<file path="config.mk">
export PLATFORM = sky130hd
export DESIGN_NAME = hidden_dac_register_access_core
export DESIGN_NICKNAME = d
export VERILOG_FILES = /design/src/hdl/hdra_pkg.sv /design/src/hdl/hdra_regfile.sv /design/src/hdl/hidden_dac_register_access_core.sv
export VERILOG_INCLUDE_DIRS = /design/src /design/src/hdl
export SDC_FILE = /design/constraint.sdc
export NUM_CORES = 2
export LEC_CHECK = 0
export ABC_AREA = 1
export BUFFER_PORTS_ARGS = -buffer_cell sky130_fd_sc_hd__buf_2
export CORE_MARGIN = 4
export CORE_UTILIZATION = 57
export DETAILED_ROUTE_END_ITERATION = 6
export PLACE_DENSITY = 0.72
export SLEW_MARGIN = 5
export SYNTH_ARGS = -nofsm -noshare
export SYNTH_HDL_FRONTEND = slang
export SYNTH_SLANG_ARGS = --single-unit
</file>
<file path="constraint.sdc">
create_clock -name clk -period 2.8 [get_ports clk]
set_input_delay 0.28 -clock clk [delete_from_list [all_inputs] [get_ports clk]]
set_output_delay 0.28 -clock clk [all_outputs]
set_load 0.02 [all_outputs]
</file>
<file path="src/hdl/hidden_dac_register_access_core_defines.svh">
// Assertion macros for the hidden DAC register access core.
// Used by the top level only; expects a clock named clk and a reset named rst.
`ifndef HIDDEN_DAC_REGISTER_ACCESS_CORE_DEFINES_SVH
`define HIDDEN_DAC_REGISTER_ACCESS_CORE_DEFINES_SVH

// same-cycle implication
`define HDRA_ASSERT_NOW(label, ante, cons, msg) \
  label: assert property (@(posedge clk) disable iff (rst) (ante) |-> (cons)) \
    else $error(msg);

// next-cycle implication
`define HDRA_ASSERT_NEXT(label, ante, cons, msg) \
  label: assert property (@(posedge clk) disable iff (rst) (ante) |=> (cons)) \
    else $error(msg);

`endif

</file>
<file path="src/hdl/hdra_pkg.sv">
// Shared types, constants and decode functions for the hidden DAC register core.
// No dependencies; used by hdra_regfile, hidden_dac_register_access_core and the testbench.
package hdra_pkg;

  localparam int EXT_REG_COUNT = 256;
  localparam int IDX_W = (EXT_REG_COUNT > 1) ? $clog2(EXT_REG_COUNT) : 1;

  localparam logic       CMD_WRITE = 1'b0;
  localparam logic       CMD_READ  = 1'b1;

  localparam logic [15:0] PORT_MASK  = 16'h03C6;
  localparam logic [15:0] PORT_RD_IX = 16'h03C7;
  localparam logic [15:0] PORT_DATA  = 16'h03C9;

  localparam logic [2:0] STEP_CTRL = 3'd4;
  localparam logic [2:0] STEP_IDXL = 3'd5;
  localparam logic [2:0] STEP_IDXH = 3'd6;
  localparam logic [2:0] STEP_EXT  = 3'd7;

  localparam logic [7:0] ID_BYTE0 = 8'h44;
  localparam logic [7:0] ID_BYTE1 = 8'h03;
  localparam logic [7:0] ID_BYTE7 = 8'h88;
  localparam logic [7:0] NO_DATA  = 8'hFF;
  localparam logic [7:0] CTRL_RETIME_MASK = 8'hE8;

  localparam logic [15:0] IDX_ID0   = 16'd0;
  localparam logic [15:0] IDX_ID1   = 16'd1;
  localparam logic [15:0] IDX_ID7   = 16'd7;
  localparam logic [15:0] IDX_DEPTH = 16'd3;

  localparam logic [1:0] DEPTH_8  = 2'd0;
  localparam logic [1:0] DEPTH_15 = 2'd1;
  localparam logic [1:0] DEPTH_16 = 2'd2;
  localparam logic [1:0] DEPTH_24 = 2'd3;

  typedef struct packed {
    logic        command;
    logic [15:0] port_address;
    logic [7:0]  write_data;
  } req_t;

  typedef struct packed {
    logic [7:0] read_data;
    logic       pass_to_vga;
    logic [1:0] depth_code;
    logic       timing_update;
  } rsp_t;

  typedef struct packed {
    logic             wr_en;
    logic             rd_en;
    logic [IDX_W-1:0] addr;
    logic [7:0]       wdata;
  } rf_cmd_t;

  function automatic logic [2:0] write_next(input logic [2:0] step);
    logic [2:0] nxt;
    unique case (step)
      STEP_IDXL: nxt = STEP_IDXH;
      STEP_IDXH: nxt = STEP_EXT;
      STEP_EXT:  nxt = STEP_EXT;
      default:   nxt = 3'd0;
    endcase
    return nxt;
  endfunction

  function automatic logic [1:0] depth_decode(input logic [7:0] ctrl,
                                              input logic [7:0] ext3);
    logic [1:0] d;
    if (ctrl[3]) begin
      unique case (ext3)
        8'd1, 8'd2, 8'd8: d = DEPTH_15;
        8'd3, 8'd6:       d = DEPTH_16;
        8'd4, 8'd9:       d = DEPTH_24;
        default:          d = DEPTH_8;
      endcase
    end else begin
      unique case (ctrl[7:5])
        3'd5:    d = DEPTH_15;
        3'd6:    d = DEPTH_16;
        3'd7:    d = DEPTH_24;
        default: d = DEPTH_8;
      endcase
    end
    return d;
  endfunction

endpackage

</file>
<file path="src/hdl/hdra_regfile.sv">
// Extended register file: single-port memory with registered read, per-entry
// valid bits so reset reads as zero, and a flop copy of the depth register.
module hdra_regfile (
  input  logic               clk,
  input  logic               rst,
  input  hdra_pkg::rf_cmd_t  cmd,
  output logic [7:0]         rdata,
  output logic [7:0]         ext3
);

  logic [7:0] mem [hdra_pkg::EXT_REG_COUNT];
  logic [hdra_pkg::EXT_REG_COUNT-1:0] valid;
  logic [7:0] mem_q;
  logic       valid_q;

  always_ff @(posedge clk) begin
    if (cmd.wr_en) begin
      mem[cmd.addr] <= cmd.wdata;
    end
    if (cmd.rd_en) begin
      mem_q <= mem[cmd.addr];
    end
  end

  always_ff @(posedge clk) begin
    if (rst) begin
      valid   <= '0;
      valid_q <= 1'b0;
      ext3    <= 8'h00;
    end else begin
      if (cmd.rd_en) begin
        valid_q <= valid[cmd.addr];
      end
      if (cmd.wr_en) begin
        valid[cmd.addr] <= 1'b1;
        if (cmd.addr == hdra_pkg::IDX_DEPTH[hdra_pkg::IDX_W-1:0]) begin
          ext3 <= cmd.wdata;
        end
      end
    end
  end

  assign rdata = valid_q ? mem_q : 8'h00;

endmodule

</file>
<file path="src/hdl/hidden_dac_register_access_core.sv">
//  channel | payload        | handshake
//  --------+----------------+---------------------------
//  req     | hdra_pkg::req_t | req_valid / req_stall (in)
//  rsp     | hdra_pkg::rsp_t | rsp_valid / rsp_stall (out)
//
// One request per cycle while no response is held by rsp_stall; its response appears the cycle after acceptance.
// Step, control and index state update at the accept edge, so the next request
// sees them at once; the extended register read is the registered memory port.
// Reset clears step, control, index, rsp_valid and the register file valid bits.
// req_stall is high while a response is held by rsp_stall.
// Depends on hdra_pkg, hdra_regfile and the defines header.
`include "hidden_dac_register_access_core_defines.svh"

module hidden_dac_register_access_core (
  input  logic           clk,
  input  logic           rst,
  input  logic           req_valid,
  output logic           req_stall,
  input  hdra_pkg::req_t req,
  output logic           rsp_valid,
  input  logic           rsp_stall,
  output hdra_pkg::rsp_t rsp
);

  logic [2:0]  access_step, access_step_next;
  logic [7:0]  control_reg, control_reg_next;
  logic [15:0] ext_index, ext_index_next;

  logic [7:0] rd_imm, rd_imm_next;
  logic       use_mem, use_mem_next;
  logic       pass, pass_next;
  logic       tupd, tupd_next;
  logic [1:0] depth, depth_next;

  logic              accept;
  logic              is_read, is_mask, is_clr, in_range;
  logic [7:0]        ext3, ext3_next, rf_rdata;
  hdra_pkg::rf_cmd_t rf_cmd;

  assign req_stall = rsp_valid && rsp_stall;
  assign accept    = req_valid && !req_stall;

  assign is_read  = (req.command == hdra_pkg::CMD_READ);
  assign is_mask  = (req.port_address == hdra_pkg::PORT_MASK);
  assign is_clr   = (req.port_address >= hdra_pkg::PORT_RD_IX) &&
                    (req.port_address <= hdra_pkg::PORT_DATA);
  assign in_range = (ext_index < 16'(hdra_pkg::EXT_REG_COUNT));

  always_comb begin
    access_step_next = access_step;
    control_reg_next = control_reg;
    ext_index_next   = ext_index;
    rd_imm_next      = hdra_pkg::NO_DATA;
    use_mem_next     = 1'b0;
    pass_next        = 1'b1;
    tupd_next        = 1'b0;
    rf_cmd.wr_en     = 1'b0;
    rf_cmd.rd_en     = 1'b0;
    rf_cmd.addr      = ext_index[hdra_pkg::IDX_W-1:0];
    rf_cmd.wdata     = req.write_data;
    if (is_mask) begin
      if (is_read) begin
        pass_next = 1'b0;
        unique case (access_step)
          hdra_pkg::STEP_CTRL: rd_imm_next = control_reg;
          hdra_pkg::STEP_IDXL: rd_imm_next = ext_index[7:0];
          hdra_pkg::STEP_IDXH: rd_imm_next = ext_index[15:8];
          hdra_pkg::STEP_EXT: begin
            priority if (ext_index == hdra_pkg::IDX_ID0) rd_imm_next = hdra_pkg::ID_BYTE0;
            else if (ext_index == hdra_pkg::IDX_ID1)     rd_imm_next = hdra_pkg::ID_BYTE1;
            else if (ext_index == hdra_pkg::IDX_ID7)     rd_imm_next = hdra_pkg::ID_BYTE7;
            else if (in_range) begin
              use_mem_next = 1'b1;
              rf_cmd.rd_en = accept;
            end else begin
              rd_imm_next = hdra_pkg::NO_DATA;
            end
            ext_index_next = ext_index + 16'd1;
          end
          default: rd_imm_next = hdra_pkg::NO_DATA;
        endcase
        // read walk: 0..3 always advance, later steps need control bit 4
        priority if (access_step < hdra_pkg::STEP_CTRL) access_step_next = access_step + 3'd1;
        else if (!control_reg[4])                  access_step_next = 3'd0;
        else if (access_step == hdra_pkg::STEP_EXT) access_step_next = hdra_pkg::STEP_EXT;
        else                                       access_step_next = access_step + 3'd1;
      end else begin
        unique case (access_step)
          hdra_pkg::STEP_CTRL: begin
            control_reg_next = req.write_data;
            tupd_next = |((control_reg ^ req.write_data) & hdra_pkg::CTRL_RETIME_MASK);
          end
          hdra_pkg::STEP_IDXL: ext_index_next = {ext_index[15:8], req.write_data};
          hdra_pkg::STEP_IDXH: ext_index_next = {req.write_data, ext_index[7:0]};
          hdra_pkg::STEP_EXT: begin
            rf_cmd.wr_en   = accept && in_range;
            tupd_next      = (ext_index == hdra_pkg::IDX_DEPTH) && control_reg[3];
            ext_index_next = ext_index + 16'd1;
          end
          default: ;
        endcase
        pass_next        = (access_step < hdra_pkg::STEP_CTRL);
        access_step_next = hdra_pkg::write_next(access_step);
      end
    end else if (is_clr) begin
      access_step_next = 3'd0;
    end
  end

  // depth reflects the state left by this request
  assign ext3_next  = (rf_cmd.wr_en && (ext_index == hdra_pkg::IDX_DEPTH)) ?
                      req.write_data : ext3;
  assign depth_next = hdra_pkg::depth_decode(control_reg_next, ext3_next);

  hdra_regfile u_regfile (
    .clk   (clk),
    .rst   (rst),
    .cmd   (rf_cmd),
    .rdata (rf_rdata),
    .ext3  (ext3)
  );

  always_ff @(posedge clk) begin
    if (rst) begin
      access_step <= 3'd0;
      control_reg <= 8'h00;
      ext_index   <= 16'h0000;
      rsp_valid   <= 1'b0;
    end else begin
      if (accept) begin
        access_step <= access_step_next;
        control_reg <= control_reg_next;
        ext_index   <= ext_index_next;
        rsp_valid   <= 1'b1;
      end else if (!rsp_stall) begin
        rsp_valid   <= 1'b0;
      end
    end
  end

  always_ff @(posedge clk) begin
    if (accept) begin
      rd_imm  <= rd_imm_next;
      use_mem <= use_mem_next;
      pass    <= pass_next;
      tupd    <= tupd_next;
      depth   <= depth_next;
    end
  end

  assign rsp.read_data     = use_mem ? rf_rdata : rd_imm;
  assign rsp.pass_to_vga   = pass;
  assign rsp.depth_code    = depth;
  assign rsp.timing_update = tupd;

  `HDRA_ASSERT_NEXT(a_mask_read_local,
    accept && is_read && is_mask, rsp_valid && !rsp.pass_to_vga,
    "read of the mask port was forwarded")
  `HDRA_ASSERT_NOW(a_retime_on_write,
    rsp_valid && rsp.timing_update, rsp.read_data == hdra_pkg::NO_DATA,
    "timing update flagged on a response carrying read data")
  `HDRA_ASSERT_NEXT(a_ext_index_step,
    accept && is_mask && (access_step == hdra_pkg::STEP_EXT),
    ext_index == $past(ext_index) + 16'd1,
    "extended index did not advance on an extended access")

endmodule

</file>
[After elaboration in Yosys (flattened, before gate mapping)]
Memory sizes are Yosys's and may differ from the RTL's. A register that Yosys moved wholly into a read port is not among the register bits.
Cells that the tools add are included.
Cells by class
  equal/unequal tests: 23
  bitwise gates (word level): 5
  multiplexer cells: 43
  reductions and logical operators: 25
  $add $sub $neg: 2
  order comparisons: 6
Operator list (count)
  256-bit bitwise OR: 1
  8-bit 2-to-1 mux: 8
  16-bit one-hot mux with 3 select lines: 1
  16-bit 2-to-1 mux: 2
  8-bit one-hot mux with 4 select lines: 1
  8-bit by 2-bit equality test with 1-bit output, second input constant: 3
  3-bit equality test, second input constant: 7
  3-bit 2-to-1 mux: 6
  16-bit by 1-bit adder with 16-bit output, second input constant: 1
  16-bit by 1-bit equality test with 1-bit output, second input constant: 1
  16-bit by 10-bit equality test with 1-bit output, second input constant: 1
  16-bit by 2-bit equality test with 1-bit output, second input constant: 1
  16-bit by 3-bit equality test with 1-bit output, second input constant: 1
  8-bit by 3-bit equality test with 1-bit output, second input constant: 2
  8-bit by 4-bit equality test with 1-bit output, second input constant: 2
  16-bit by 10-bit >= comparator with 1-bit output, second input constant: 1
  16-bit by 10-bit less-or-equal comparator with 1-bit output, second input constant: 1
  16-bit logical NOT: 1
  16-bit by 9-bit < comparator with 1-bit output, second input constant: 1
  1-bit 2-to-1 mux: 16
  2-bit one-hot mux with 3 select lines: 2
  5-bit AND reduction: 2
  8-bit by 9-bit < comparator with 1-bit output, second input constant: 1
  1-bit binary-select mux with 8-bit select: 1
  other kinds (22): 40
Word-level totals
  bits of input ports: 29
  RAM bits: 2048
  bits in registers: 306
  output and inout port bits: 14
  memories kept: 1
  word-level logic and storage cells: 119
Memory list
  u_regfile.mem: words 256, bits a word 8, read ports 1, clocked after Yosys merged registers in 1, write ports 1, line hdra_regfile.sv:11  | logic [7:0] mem [hdra_pkg::EXT_REG_COUNT];

[Longest topological paths before layout]
  depth in word-level cells: 16
  gate-level depth with buffers: 18
  mapped depth without buffers: 17

[Cells and area by module]
A second synthesis with hierarchy kept.
Unflattened totals
  cell total of the unflattened synthesis: 7289
  area, all modules: 91730.5 sq um
By module, submodules not included
  hdra_regfile: times used 1, seq. area each 67044.3 sq um, area an instance 88464.8 sq um, cells an instance 6823
  hidden_dac_register_access_core: times used 1, seq. area each 950.9 sq um, area an instance 3265.6 sq um, cells an instance 466

[Worst setup path before layout]
No wires, ideal clock.
  kind: register to register
  start point: register rsp_valid
  end point: memory u_regfile.mem[63][0], enable pin
  setup slack: 0.026 ns
  cell stages (with the launch flop): 8
  period minus slack after synthesis: 2.774 ns
  buffers on the path: 0
  arrival time: 2.377 ns
  cell sequence: dfxtp_1 > nand2_1 > inv_1 > nor2_2 > inv_1 > nor2_2 > nand2_2 > nor4_1
Between the ends
  cells in the longest elaborated chain, start to end: 9
Ends and longest elaborated chain
  start: declaration: line hidden_dac_register_access_core.sv:20  | output logic rsp_valid,
  start signal: assignment: line hidden_dac_register_access_core.sv:128  | rsp_valid <= 1'b0;
  start signal: assignment: line hidden_dac_register_access_core.sv:134  | rsp_valid <= 1'b1;
  start signal: assignment: line hidden_dac_register_access_core.sv:136  | rsp_valid <= 1'b0;
  1-bit logical AND: line hidden_dac_register_access_core.sv:40  | assign req_stall = rsp_valid && rsp_stall;
  net req_stall: line hidden_dac_register_access_core.sv:18  | output logic req_stall,
  1-bit logical NOT: line hidden_dac_register_access_core.sv:41  | assign accept = req_valid && !req_stall;
  1-bit logical AND: line hidden_dac_register_access_core.sv:41
  net accept: line hidden_dac_register_access_core.sv:35  | logic accept;
  1-bit logical AND: line hidden_dac_register_access_core.sv:96  | rf_cmd.wr_en = accept && in_range;
  1-bit 2-to-1 mux: line hidden_dac_register_access_core.sv:88  | unique case (access_step)
  1-bit 2-to-1 mux: line hidden_dac_register_access_core.sv:62  | if (is_read) begin
  2-bit 2-to-1 mux: line hidden_dac_register_access_core.sv:61  | if (is_mask) begin
  1-bit 2-to-1 mux: line hdra_regfile.sv:17  | if (cmd.wr_en) begin
  1-bit 2-to-1 mux (implied by the code): line hdra_regfile.sv:18  | mem[cmd.addr] <= cmd.wdata;
  end: declaration: line hdra_regfile.sv:11
The timed path passes the listed nets, and every way through them passes these cells.

[Worst setup path in the final report]
  start point: register ext_index[1]
  end point: register u_regfile.mem_q[0], read port of u_regfile.mem, data pin
Between the ends
  cells in the longest elaborated chain, start to end: 8
  elaborated cells on any way between the ends: 11
Ends and longest elaborated chain
  start: declaration: line hidden_dac_register_access_core.sv:27  | logic [15:0] ext_index, ext_index_next;
  start signal: assignment: line hidden_dac_register_access_core.sv:133  | ext_index <= ext_index_next;
  16-bit by 9-bit < comparator with 1-bit output: line hidden_dac_register_access_core.sv:47  | assign in_range = (ext_index < 16'(hdra_pkg::EXT_REG_COUNT));
  1-bit 2-to-1 mux: line hidden_dac_register_access_core.sv:72  | else if (in_range) begin
  1-bit 2-to-1 mux: line hidden_dac_register_access_core.sv:71  | else if (ext_index == hdra_pkg::IDX_ID7) rd_imm_next = hdra_pkg::ID_BYTE7;
  1-bit 2-to-1 mux: line hidden_dac_register_access_core.sv:70  | else if (ext_index == hdra_pkg::IDX_ID1) rd_imm_next = hdra_pkg::ID_BYTE1;
  1-bit 2-to-1 mux: line hidden_dac_register_access_core.sv:69  | priority if (ext_index == hdra_pkg::IDX_ID0) rd_imm_next = hdra_pkg::ID_BYTE0;
  1-bit 2-to-1 mux: line hidden_dac_register_access_core.sv:64  | unique case (access_step)
  1-bit 2-to-1 mux: line hidden_dac_register_access_core.sv:62
  2-bit 2-to-1 mux: line hidden_dac_register_access_core.sv:61
  end: declaration: line hdra_regfile.sv:13  | logic [7:0] mem_q;
Several ways; a longest one is shown, not always the timed one.
A chain may end at the register's enable or synchronous reset.

==> results.py <==
metrics = {
    "synth": {
        "synth_simple_gate_area_share_pct": 14.0,
        "main_combinational_cell_family_by_area_after_synthesis": "simple AND/OR/NAND/NOR gates",
        "synthesis.nets": 8322,
        "synth_top_flop_cell": "sky130_fd_sc_hd__edfxtp_1",
        "synth.yosys.seq_area_share_pct": 72.1,
        "synthArstFlopShare_pct": 0,
        "synth-compound-area-share_pct": 10.8,
        "xor_xnor_fraction_of_synth_area_pct": 0.0464,
        "syn_avg_cell_area_sq_um": 11.4,
        "synth.distinct_cells": 55,
        "synth_enable_flop_cells": 2069,
        "synthesis.area_sq_mm": 0.0944,
        "synth_cells": 8285,
        "yosys-mux-area-fraction_pct": 0,
        "synthesis.yosys.warnings": 0,
        "ys_seq_elements": 2362,
        "synth-adder-area-share_pct": 0.106,
    },
    "detailed_routing": {
        "detailroute.via_count": 68600,
        "met3_length_um": 32600,
        "remaining_antenna_violation_count_after_routing": 0,
        "routed-wl-met2_um": 126000,
        "detail_route.vias_per_cell": 6.14,
        "route.detailed.wl_per_inst_um": 24.9,
        "routed_wl_um": 277000,
        "highest_routing_layer_actually_used": "met5",
        "drc": 7,
        "initialDrtViolationCount": 10100,
        "drt_pre_antenna_iters": 7,
        "m1WireLength_um": 105000,
    },
    "global_route": {
        "grt_pass1_vias": 64700,
        "grt_start_max_net_pins": 174,
        "initial_antenna_violation_count": 10,
        "grt_pass1_wl_um": 409000,
        "globalRouteTotalUtil_pct": 31.3,
        "grt.overflow.total": 0,
    },
    "setup_path": {
        "worst-endpoint-required_ns": 3.40,
        "crit_arrival_ns": 3.38,
        "regToRegEndpoint": "u_regfile.mem_q[0]$_DFFE_PP_",
        "cp_max_fo": 31,
        "r2r-start": "ext_index[1]$_SDFFE_PP0P_",
        "crit_start": "ext_index[1]$_SDFFE_PP0P_",
        "timing_worst_setup_path_type": "reg -> reg",
        "crit_path_end_kind": "flip-flop",
        "startpoint_type": "flip-flop",
        "rr_worst_depth": 13,
        "r2r_setup_slack_ns": 0.02,
    },
    "clock_tree": {
        "clk_transition_reported_paths_ns": 0.07,
        "tritoncts": "built",
        "h-tree-depth": 4,
        "cts_bufs_inserted": 227,
        "clk_path_buf_depth": 3,
        "count_of_clock_tree_sinks": 2362,
        "cts_root_buffer": "sky130_fd_sc_hd__clkbuf_16",
        "worst_skew_pair.late_latency_ns": 0.88,
    },
    "cells_and_area": {
        "n_fill_cell": 11600,
        "regMostFlops": "u_regfile.mem",
        "largest_register_ffs": 2048,
        "p_r_area_growth_vs_syn_pct": 16.3,
        "final_util_pct": 66.6,
        "share_of_cells_above_drive_strength_1_pct": 13.5,
        "biggestRegsByFlops": "u_regfile.mem (2048), u_regfile.valid (256), ext_index (16)",
        "final_net_count": 8800,
    },
    "min_path": {
        "min_delay_worst_endpoint": "access_step[0]$_SDFFE_PP0P_",
        "hp-start": "req[13]",
        "holdPathStages": 7,
        "hp-class": "in -> reg",
    },
    "status": {
        "violations": "design-rule violations",
        "run_status": "complete, but fails checks",
    },
    "sta": {
        "slew_headroom_pct": 22.5,
        "maxClockFrequency_mhz": 359,
        "period_needed_ns": 2.78,
        "fin_skew_ns": 0.0437,
        "timing.final.crit_share_pct": 99.4,
        "final-setup-viol-count": 0,
        "drv_slew": 0,
        "final_hold_viol_count": 0,
        "rsz0062_at_grt": "true",
        "worst_slew_pin_slew_ns": 1.16,
    },
    "run": {
        "cap_violations": 0,
    },
    "place": {
        "gpl.final_weighted_congestion": 0.958,
        "buffer_ports.inserted": 42,
        "hpwlAfterDp_um": 170000,
    },
    "die": {
        "chipWidth_um": 415,
        "initial_utilization_pct": 57.3,
        "floorplan.core_area_sq_mm": 0.165,
        "floorplan.rows": 149,
        "die_area_sq_mm": 0.172,
        "ioPinCount": 43,
        "die_y_um": 415,
    },
    "pwr": {
        "irDropWorstVdd_v": 0.000700,
        "power_mw": 69.3,
        "power.density_mw_per_mm2": 631,
        "static-leakage-power_nw": 38.7,
    },
}
==> synthesized netlist by cell type (all sizes together) (4+ instances only) <==
cell type  count  area share [%]
edfxtp      2069              66
nand3         49            0.28
xor2           5           0.046
o21ai       1350             7.2
nand2        941             3.8
ha             8            0.11
or2            4           0.027
nor2        2283             9.3
a21oi         58            0.31
o22ai        427             2.8
o2111ai        5           0.046
inv          122            0.49
and2           6           0.040
buf          230             1.3
nor3           6           0.032
a31oi         11           0.073
a22o          12            0.11
clkbuf       293             1.2
dfxtp        293             6.2
nand4         73            0.48
a22oi          7           0.056
o211ai         4           0.032
==> stage by stage <==
step	setup TNS, ns	setup slack (ns)	std cells	hold slack, ns	instance area [sq um]
4_1_cts	0	0.00310	11100	0.0213	110000
2_1_floorplan	0	0.0256	8285	0.379	94400
3_5_place_dp	-0.0402	-0.0402	10700	0.453	102000
6_report	0	0.0160	11200	0.0561	110000
3_3_place_gp	0	0.00558	10700	0.444	102000
5_1_grt	-0.169	-0.0515	11200	0.0672	110000
==> metal layers <==
layer  vias to the layer above  global-route usage (%)
li1                      30200                       -
met1                     33200                    43.6
met2                      4395                    48.0
met3                       675                    6.57
met4                         8                    14.3
met5                         -                       0
==> cell type report <==
cell class | instances | area (sq um) | share of cell area, %
tap | 2189 | 2740 | 2.50
timing repair buffer | 769 | 7470 | 6.81
timing repair inverter | 3 | 33.8 | 0.0308
clock inverter | 106 | 985 | 0.897
multi-input combinational | 5275 | 23600 | 21.5
inverter | 125 | 513 | 0.467
clock buffer | 324 | 6390 | 5.82
antenna | 4 | 10.0 | 0.00912
sequential | 2362 | 68000 | 62.0
==> power by group <==
group	internal, mW	switching, mW	total (mW)
Sequential	38.2	0.00467	38.2
Clock	17.0	13.2	30.2
Combinational	0.112	0.745	0.857
Total	55.4	13.9	69.3
==> repair_timing <==
| action | CTS | global route |
|---|---|---|
| gates cloned | 0 | 3 |
| endpoints found under the hold margin | 264 | 0 |
| pin swaps | 0 | 9 |
| gates resized for setup | 1 | 41 |
| hold buffers | 13 | 0 |
| buffers inserted | 0 | 7 |
| setup endpoints to repair | 1 | 30 |
==> critical path: stages (launching register included) <==
cell and delay (ns):
sky130_fd_sc_hd__dfxtp_4 0.42, sky130_fd_sc_hd__buf_12 0.22, sky130_fd_sc_hd__buf_12 0.26, sky130_fd_sc_hd__buf_12 0.23, sky130_fd_sc_hd__nor2_1 0.08, sky130_fd_sc_hd__o21ai_0 0.08, sky130_fd_sc_hd__o21ai_0 0.15, sky130_fd_sc_hd__nand2_1 0.12
sky130_fd_sc_hd__nand4_1 0.11, sky130_fd_sc_hd__nand2_1 0.24, sky130_fd_sc_hd__and2_0 0.30, sky130_fd_sc_hd__nand3_1 0.13, sky130_fd_sc_hd__nor2_1 0.10, sky130_fd_sc_hd__nand2_1 0.05
==> kinds of logic (layout without fill, tap and decap cells) <==
logic type | after synthesis | count (layout)
adders and majority gates | 8 | 8
buffers and inverters | 648 | 1327
and+or+nand+nor | 3367 | 3367
AOI/OAI and AO/OA | 1895 | 1895
other | 0 | 4
DFF | 2362 | 2362
xor gates and xnor gates | 5 | 5
==> layout by cell type, fill, tap and decap left out, types with 11 or more instances in the layout <==
master / instances
sky130_fd_sc_hd__nor2_1: 2213
sky130_fd_sc_hd__edfxtp_1: 2069
sky130_fd_sc_hd__o21ai_0: 1322
sky130_fd_sc_hd__nand2_1: 922
sky130_fd_sc_hd__buf_4: 579
sky130_fd_sc_hd__o22ai_1: 427
sky130_fd_sc_hd__dfxtp_1: 290
sky130_fd_sc_hd__clkbuf_16: 232
sky130_fd_sc_hd__buf_12: 134
sky130_fd_sc_hd__inv_1: 96
sky130_fd_sc_hd__nand4_1: 73
sky130_fd_sc_hd__clkbuf_1: 68
sky130_fd_sc_hd__nor2_2: 61
sky130_fd_sc_hd__a21oi_1: 55
sky130_fd_sc_hd__nand3_1: 47
sky130_fd_sc_hd__clkinv_1: 46
sky130_fd_sc_hd__clkinv_2: 41
sky130_fd_sc_hd__buf_2: 33
sky130_fd_sc_hd__o21ai_1: 27
sky130_fd_sc_hd__clkbuf_8: 25
sky130_fd_sc_hd__nand2_2: 18
sky130_fd_sc_hd__inv_2: 15
sky130_fd_sc_hd__dlygate4sd3_1: 13
sky130_fd_sc_hd__a22o_1: 12
sky130_fd_sc_hd__bufinv_16: 12
sky130_fd_sc_hd__a31oi_1: 11
==> worst max path at each step <==
stage / to / cells after the start / slack [ns]
after global placement: u_regfile.mem_q[4]$_DFFE_PP_ / 11 / 0.006
after global routing: u_regfile.valid_q$_SDFFE_PP0P_ / 17 / -0.05
final: u_regfile.mem_q[0]$_DFFE_PP_ / 13 / 0.02
after floorplan: u_regfile.mem[63][0]$_DFFE_PP_ / 7 / 0.03
after detailed placement: u_regfile.mem_q[4]$_DFFE_PP_ / 11 / -0.04
after CTS: u_regfile.mem_q[3]$_DFFE_PP_ / 13 / 0.003
(Power assumes the default switching activity.)
